File: src/rtl/kmp_pkg.sv
// ----------------------------------------------------------------------------
// kmp_pkg
// shared constants and controller/datapath interface types for the kmp matcher
// ----------------------------------------------------------------------------
package kmp_pkg;

    // capacities
    localparam int MAX_PATTERN = 256;
    localparam int MAX_TEXT    = 2048;

    // derived widths
    localparam int PAT_AW = $clog2(MAX_PATTERN);     // pattern store index
    localparam int LEN_W  = PAT_AW + 1;              // pattern length, prefix length
    localparam int TCNT_W = $clog2(MAX_TEXT + 1);    // kept text bytes
    localparam int POS_W  = 12;                      // result position field

    // command field codes
    localparam logic CMD_PATTERN = 1'b0;
    localparam logic CMD_TEXT    = 1'b1;

    // controller to datapath commands
    typedef struct packed {
        logic pat_load;     // store a pattern byte from the input port
        logic txt_capture;  // latch a text byte and its last flag
        logic build_init;   // first link, start of the link build
        logic build_step;   // one compare of the link build
        logic build_link;   // link build falls back one link
        logic txt_check;    // capacity and empty-pattern checks for a text byte
        logic txt_step;     // one compare of the text scan
        logic txt_link;     // text scan falls back one link
        logic result_load;  // load the result register, clear text state
    } kmp_cmd_t;

    // datapath to controller status
    typedef struct packed {
        logic complete;     // links are built for the current pattern
        logic len_le1;      // pattern has at most one byte
        logic build_fall;   // link build compare missed with a nonzero border
        logic build_last;   // link build is at the last pattern position
        logic txt_go;       // text byte has to be compared
        logic txt_fall;     // text compare missed with a nonzero prefix
        logic last_item;    // latched text byte closes the text
    } kmp_sts_t;

endpackage

File: src/rtl/kmp_ctrl.sv
// ----------------------------------------------------------------------------
// kmp_ctrl
// sequencer for pattern load, link build, text scan and result handoff
// ----------------------------------------------------------------------------
module kmp_ctrl
    import kmp_pkg::*;
(
    input  logic      clk,
    input  logic      rst_n,
    input  logic      in_valid,
    output logic      in_ready,
    input  logic      command,
    input  logic      is_last,
    output logic      out_valid,
    input  logic      out_ready,
    output kmp_cmd_t  cmd,
    input  kmp_sts_t  sts
);

    typedef enum logic [2:0] {
        S_IDLE,
        S_TCHK,
        S_BINIT,
        S_BCMP,
        S_BLINK,
        S_TCMP,
        S_TLINK,
        S_TDONE
    } state_t;

    state_t state_reg;
    logic   from_text_reg;
    logic   out_valid_reg;
    logic   out_free;

    assign out_free  = !out_valid_reg || out_ready;
    assign in_ready  = (state_reg == S_IDLE);
    assign out_valid = out_valid_reg;

    always_comb
    begin
        cmd = '0;
        case (state_reg)
            S_IDLE:
            begin
                cmd.pat_load    = in_valid && (command == CMD_PATTERN);
                cmd.txt_capture = in_valid && (command == CMD_TEXT);
            end
            S_TCHK:  cmd.txt_check   = sts.complete;
            S_BINIT: cmd.build_init  = 1'b1;
            S_BCMP:  cmd.build_step  = 1'b1;
            S_BLINK: cmd.build_link  = 1'b1;
            S_TCMP:  cmd.txt_step    = 1'b1;
            S_TLINK: cmd.txt_link    = 1'b1;
            S_TDONE: cmd.result_load = sts.last_item && out_free;
            default: cmd = '0;
        endcase
    end

    always_ff @(posedge clk or negedge rst_n)
    begin
        if (!rst_n)
        begin
            state_reg     <= S_IDLE;
            from_text_reg <= 1'b0;
            out_valid_reg <= 1'b0;
        end
        else
        begin
            if (cmd.result_load)
                out_valid_reg <= 1'b1;
            else if (out_ready)
                out_valid_reg <= 1'b0;

            case (state_reg)
                S_IDLE:
                begin
                    if (in_valid)
                    begin
                        if (command == CMD_TEXT)
                            state_reg <= S_TCHK;
                        else if (is_last)
                        begin
                            from_text_reg <= 1'b0;
                            state_reg     <= S_BINIT;
                        end
                    end
                end
                S_TCHK:
                begin
                    if (!sts.complete)
                    begin
                        from_text_reg <= 1'b1;
                        state_reg     <= S_BINIT;
                    end
                    else if (sts.txt_go)
                        state_reg <= S_TCMP;
                    else
                        state_reg <= S_TDONE;
                end
                S_BINIT:
                begin
                    if (!sts.len_le1)
                        state_reg <= S_BCMP;
                    else if (from_text_reg)
                        state_reg <= S_TCHK;
                    else
                        state_reg <= S_IDLE;
                end
                S_BCMP:
                begin
                    if (sts.build_fall)
                        state_reg <= S_BLINK;
                    else if (sts.build_last)
                        state_reg <= from_text_reg ? S_TCHK : S_IDLE;
                end
                S_BLINK: state_reg <= S_BCMP;
                S_TCMP:  state_reg <= sts.txt_fall ? S_TLINK : S_TDONE;
                S_TLINK: state_reg <= S_TCMP;
                S_TDONE:
                begin
                    if (!sts.last_item || out_free)
                        state_reg <= S_IDLE;
                end
                default: state_reg <= S_IDLE;
            endcase
        end
    end

endmodule

File: config.mk
export PLATFORM = sky130hd
export DESIGN_NAME = kmp_ctrl
export DESIGN_NICKNAME = d
export VERILOG_FILES = /design/src/rtl/kmp_pkg.sv /design/src/rtl/kmp_ctrl.sv
export SDC_FILE = /design/constraint.sdc
export NUM_CORES = 1
export LEC_CHECK = 0
export ABC_AREA = 1
export CORE_AREA = 3 3 40 42
export DETAILED_ROUTE_END_ITERATION = 10
export DIE_AREA = 0 0 43 45
export DONT_BUFFER_PORTS = 1
export GPL_TIMING_DRIVEN = 1
export PLACE_DENSITY_LB_ADDON = 0.2
export SKIP_LAST_GASP = 1
export SLEW_MARGIN = 20
export SYNTH_ARGS = -nofsm -noshare
export SYNTH_HDL_FRONTEND = slang
export SYNTH_SLANG_ARGS = --single-unit
File: constraint.sdc
create_clock -name clk -period 2.6 [get_ports clk]
set_input_delay 0.39 -clock clk [delete_from_list [all_inputs] [get_ports clk]]
set_output_delay 0.39 -clock clk [all_outputs]
set_load 0.01 [all_outputs]
After elaboration in Yosys (flattened, before gate mapping)
Cells that the tools add are included.

storage, ports and cells
  flip-flop bits (word level) = 5
  output and inout bits = 11
  logic and storage cells = 57

operators by class
  equal/unequal tests = 14
  multiplexer cells = 27
  bitwise gates (word level) = 1
  reductions and logical operators = 12

operators by type and width
  cell                  number
  $pmux W3 S8           1
  $mux W3               7
  $mux W1               15
  $eq A3 B3 Y1 const B  4
  $ne A2 B2 Y1 const B  4
  $eq A3 B2 Y1 const B  2
  $mux W2               3
  $reduce_and A5 Y1     1
  $reduce_and A4 Y1     1
  $reduce_bool A2 Y1    2
  $eq A3 B1 Y1 const B  1
  $logic_and A1 B1 Y1   3
  $logic_not A3 Y1      1
  $ne A3 B1 Y1 const B  1
  $ne A3 B3 Y1 const B  1
  $logic_not A1 Y1      2
  $logic_or A1 B1 Y1    2
  $ne A2 B1 Y1 const B  1
  $pmux W1 S2           1
  $not A1 Y1            1

Longest topological paths before layout
  word-level depth = 5
  depth in mapped cells = 9
  mapped depth without buffers = 8

Worst setup path after synthesis
No wires, ideal clock.

  path kind = register -> output
  start point = reg state_reg[0]
  end point = out cmd[7] (netlist bit)
  arrival time = 988 ps
  required time = 2210 ps
  setup slack = 1222 ps
  stages on the path, launching flop included = 5
  cell sequence = dfrtp_1 -> buf_4 -> nor2_1 -> nand2_2 -> nor3_1

RTL lines
  what                    RTL line         RTL
  start, declared         kmp_ctrl.sv:31   state_t state_reg;
  start signal, assigned  kmp_ctrl.sv:115  state_reg <= from_text_reg ? S_TCHK : S_IDLE;
  start signal, assigned  kmp_ctrl.sv:118  S_TCMP: state_reg <= sts.txt_fall ? S_TLINK : S_TDONE;
  end, declared           kmp_ctrl.sv:16   output kmp_cmd_t cmd,

==> results.sh <==
export IMPL_run_status="complete, no violations"
export IMPL_timing_slew_headroom_pct=74.8
export IMPL_floorplan_die_height_um=45
export IMPL_yosys_top_cells_count="sky130_fd_sc_hd__nand2_1 (23), sky130_fd_sc_hd__nor2_1 (15), sky130_fd_sc_hd__inv_1 (13), sky130_fd_sc_hd__dfrtp_1 (5), sky130_fd_sc_hd__nand3_1 (5)"
export IMPL_timing_critical_path_cells="nor2_1 -> nand2_2 -> nor3_1"
export IMPL_share_of_layout_cells_above_drive_strength_1_pct=11.0
export IMPL_timing_max_transition_violations_final=0
export IMPL_synthDominantCellAreaShare_pct=28.2
export IMPL_final_critical_path_share_of_the_clock_period_pct=66.0
export IMPL_critPathCapture="cmd[7]"
export IMPL_cts_buffers_inserted=3
export IMPL_cell_internal_pwr_mw=0.258
export IMPL_critical_path_cell_count=3
export IMPL_cts_tree="done"
export IMPL_row_count=13
export IMPL_p_leak_nw=0.290
export IMPL_insertedDiodeCount=0
export IMPL_cts_root_buffer_cell="sky130_fd_sc_hd__clkbuf_4"
export IMPL_grt_antenna_before_repair=0
export IMPL_final_design_area_no_fill_um2=490
export IMPL_grt_max_degree=11
export IMPL_flow_area_growth_from_synthesis_pct=10.7
export IMPL_synth_edff_count=0
export IMPL_power_density_nw_per_um2=1110
export IMPL_pwr_share_clk_pct=16.5
export IMPL_setup_tns_final_ps=0
export IMPL_critical_path_max_stage_delay_ps=480
export IMPL_worst_clock_skew_ps=2.50
export IMPL_cts_clk_slew_worst_paths_ps=40
export IMPL_core_um2=1280
export IMPL_worst_skew_pair_late_latency_ps=240
export IMPL_synthesis_instances=78
export IMPL_dp_hpwl_um=900
export IMPL_final_fill_count=146
export IMPL_floorplan_die_area_um2=1940
export IMPL_post_synth_cell_area_avg_um2=5.68
export IMPL_grt_util_all_layers_pct=12.3
export IMPL_clock_tree_buffer_depth=2
export IMPL_drt_drc_violations_left=0
export IMPL_final_antenna_net_count=0
export IMPL_io_buffers=0
export IMPL_setup_viol=0
export IMPL_synth_top_cells_by_area="sky130_fd_sc_hd__dfrtp_1 (28%), sky130_fd_sc_hd__nand2_1 (19%), sky130_fd_sc_hd__nor2_1 (13%)"
export IMPL_yosys_most_used_dff="sky130_fd_sc_hd__dfrtp_1"
export IMPL_htree_num_levels=1
export IMPL_timing_reg2reg_setup_slack_ps=1160
export IMPL_dpl_instance_area_um2=454
export IMPL_cp_data_required_time_ps=2210
export IMPL_comb_power_share_pct=54.3
export IMPL_synth_async_sr_flop_share_pct=100
export IMPL_grt_overflow_total=0
export IMPL_start_point_of_the_critical_path="state_reg[0]"
export IMPL_yosysUniqueCellTypes=17
export IMPL_peakVddDrop_mv=0.558
export IMPL_worst_setup_path_start_kind="flop"
export IMPL_netlist_area_before_placement_um2=443
export IMPL_largest_register_ff_count=3
export IMPL_vias_per_cell=4.79
export IMPL_critical_path_slowest_cell="sky130_fd_sc_hd__dfrtp_1"
export IMPL_synth_seq_area_share_pct=28.2
export IMPL_post_cts_setup_inserts=0
export IMPL_wire_per_inst_um=11.3
export IMPL_finalWeightedCongestion=0.740
export IMPL_synth_net_count=91
export IMPL_switchingPower_mw=0.286
export IMPL_ios=24
export IMPL_reg2reg_depth=7
export IMPL_switching_share_pct=52.6
export IMPL_final_hold_violation_count=0
export IMPL_number_of_nets_in_the_finished_design=96
export IMPL_critical_path_top_delay_family="simple AND/OR/NAND/NOR gates"
export IMPL_grt_pass1_wl_mm=1.76
export IMPL_drt_first_iter_violations=12
export IMPL_vias=465
export IMPL_effective_utilization_at_floorplan_pct=34.5
export IMPL_max_slew_worst_pin_slew_ps=375
export IMPL_die_width_um=43
export IMPL_vias_in_the_first_global_route=424
export IMPL_worst_r2r_endpoint="state_reg[0]"
export IMPL_cp_end_kind="output pin"
export IMPL_critical_path_n_buffers_inverters=0
export IMPL_fmax_mhz=583
export IMPL_synthDominantAreaCellType="sky130_fd_sc_hd__dfrtp_1"
export IMPL_synth_ff_latch_count=5
export IMPL_clkSinkCount=5
export IMPL_critPathArrivalTime_ps=1320
export IMPL_post_synth_top_count_cell="sky130_fd_sc_hd__nand2_1"
export IMPL_worst_reg2reg_path_startpoint="state_reg[0]"
export IMPL_critical_path_peak_fanout=10
export IMPL_worstHoldPathType="in2reg"
export IMPL_postRouteWirelength_mm=1.10
export IMPL_yosysWarnings=0
export IMPL_grt_setup_unrepaired="no"
export IMPL_setup_worst_path_class="reg2out"
export IMPL_drt_first_pass_iters=4
export IMPL_layout_min_cycle_time_ps=1710
export IMPL_max_cap_violations=0
export IMPL_sequentialPowerShare_pct=29.2
-- timing repair --
item | 4_1_cts | 5_1_grt
hold buffers | 1 | 0
resized for setup | 0 | 0
endpoints found under the hold margin | 5 | 0
-- routing by layer --
layer  wire length, um  GRT usage [%]  up-vias
met3                64           7.57        0
met4                 0              0        0
met1               496           15.1      201
li1                  -              -      249
met5                 0              0        -
met2               534           19.8       15
-- final cells by class --
cell class              count  area [um2]  share of cell area, %
multi-input cells          57         254                   51.8
repair buffers              1        10.0                   2.04
well taps                  15        18.8                   3.83
clock buffers               4        26.3                   5.36
flip-flops and latches      5         125                   25.5
inverters                  15        56.3                   11.5
-- how the worst min path moves through the flow --
stage / end / slack (ps) / cells past startpoint / startpoint
2_1_floorplan: from_text_reg / 90 / 0 / rst_n
3_3_place_gp: out_valid / 90 / 0 / rst_n
3_5_place_dp: out_valid / 90 / 0 / rst_n
4_1_cts: out_valid / 260 / 1 / out_ready
5_1_grt: out_valid / 260 / 1 / out_ready
6_report: out_valid / 270 / 1 / out_ready
-- cells in the final DEF, fill, tap and decap left out --
cell	count
sky130_fd_sc_hd__dfrtp_1	5
sky130_fd_sc_hd__nand2_1	23
sky130_fd_sc_hd__clkbuf_1	1
sky130_fd_sc_hd__o21ai_0	2
sky130_fd_sc_hd__nand2_2	1
sky130_fd_sc_hd__nand4_1	2
sky130_fd_sc_hd__inv_2	2
sky130_fd_sc_hd__a31oi_1	1
sky130_fd_sc_hd__dlygate4sd3_1	1
sky130_fd_sc_hd__nor2_2	1
sky130_fd_sc_hd__nand3_2	1
sky130_fd_sc_hd__clkbuf_4	3
sky130_fd_sc_hd__nor2_1	15
sky130_fd_sc_hd__o21ai_1	1
sky130_fd_sc_hd__nor3_2	1
sky130_fd_sc_hd__a21oi_1	2
sky130_fd_sc_hd__inv_1	13
sky130_fd_sc_hd__nand3_1	5
sky130_fd_sc_hd__nor3_1	2
-- power groups by stage --
stage	clock, mW	combinational, mW	sequential [mW]
3_5_place_dp	0	0.296	0.160
6_report	0.0899	0.295	0.159
2_1_floorplan	0	0.274	0.134
4_1_cts	0.0935	0.300	0.159
3_3_place_gp	0	0.298	0.159
5_1_grt	0.101	0.348	0.164
-- logic make-up after synthesis --
| group | share of synthesized area [%] |
|---|---|
| and+or+nand+nor | 50.3 |
| buffers and inverters | 14.4 |
| AOI/OAI and AO/OA | 7.06 |
| DFF | 28.2 |
-- metrics by stage --
step	hold WS (ps)	setup slack (ps)	total power [mW]	util [%]	std cells
global route	262	731	0.613	38.2	97
floorplan	94.4	1220	0.408	-	78
CTS	264	864	0.552	38.2	97
finish	269	885	0.544	38.2	97
detailed placement	94.5	1130	0.456	35.3	92
global placement	94.5	1160	0.458	35.3	92
No activity file was read; power rests on OpenSTA's default activity.
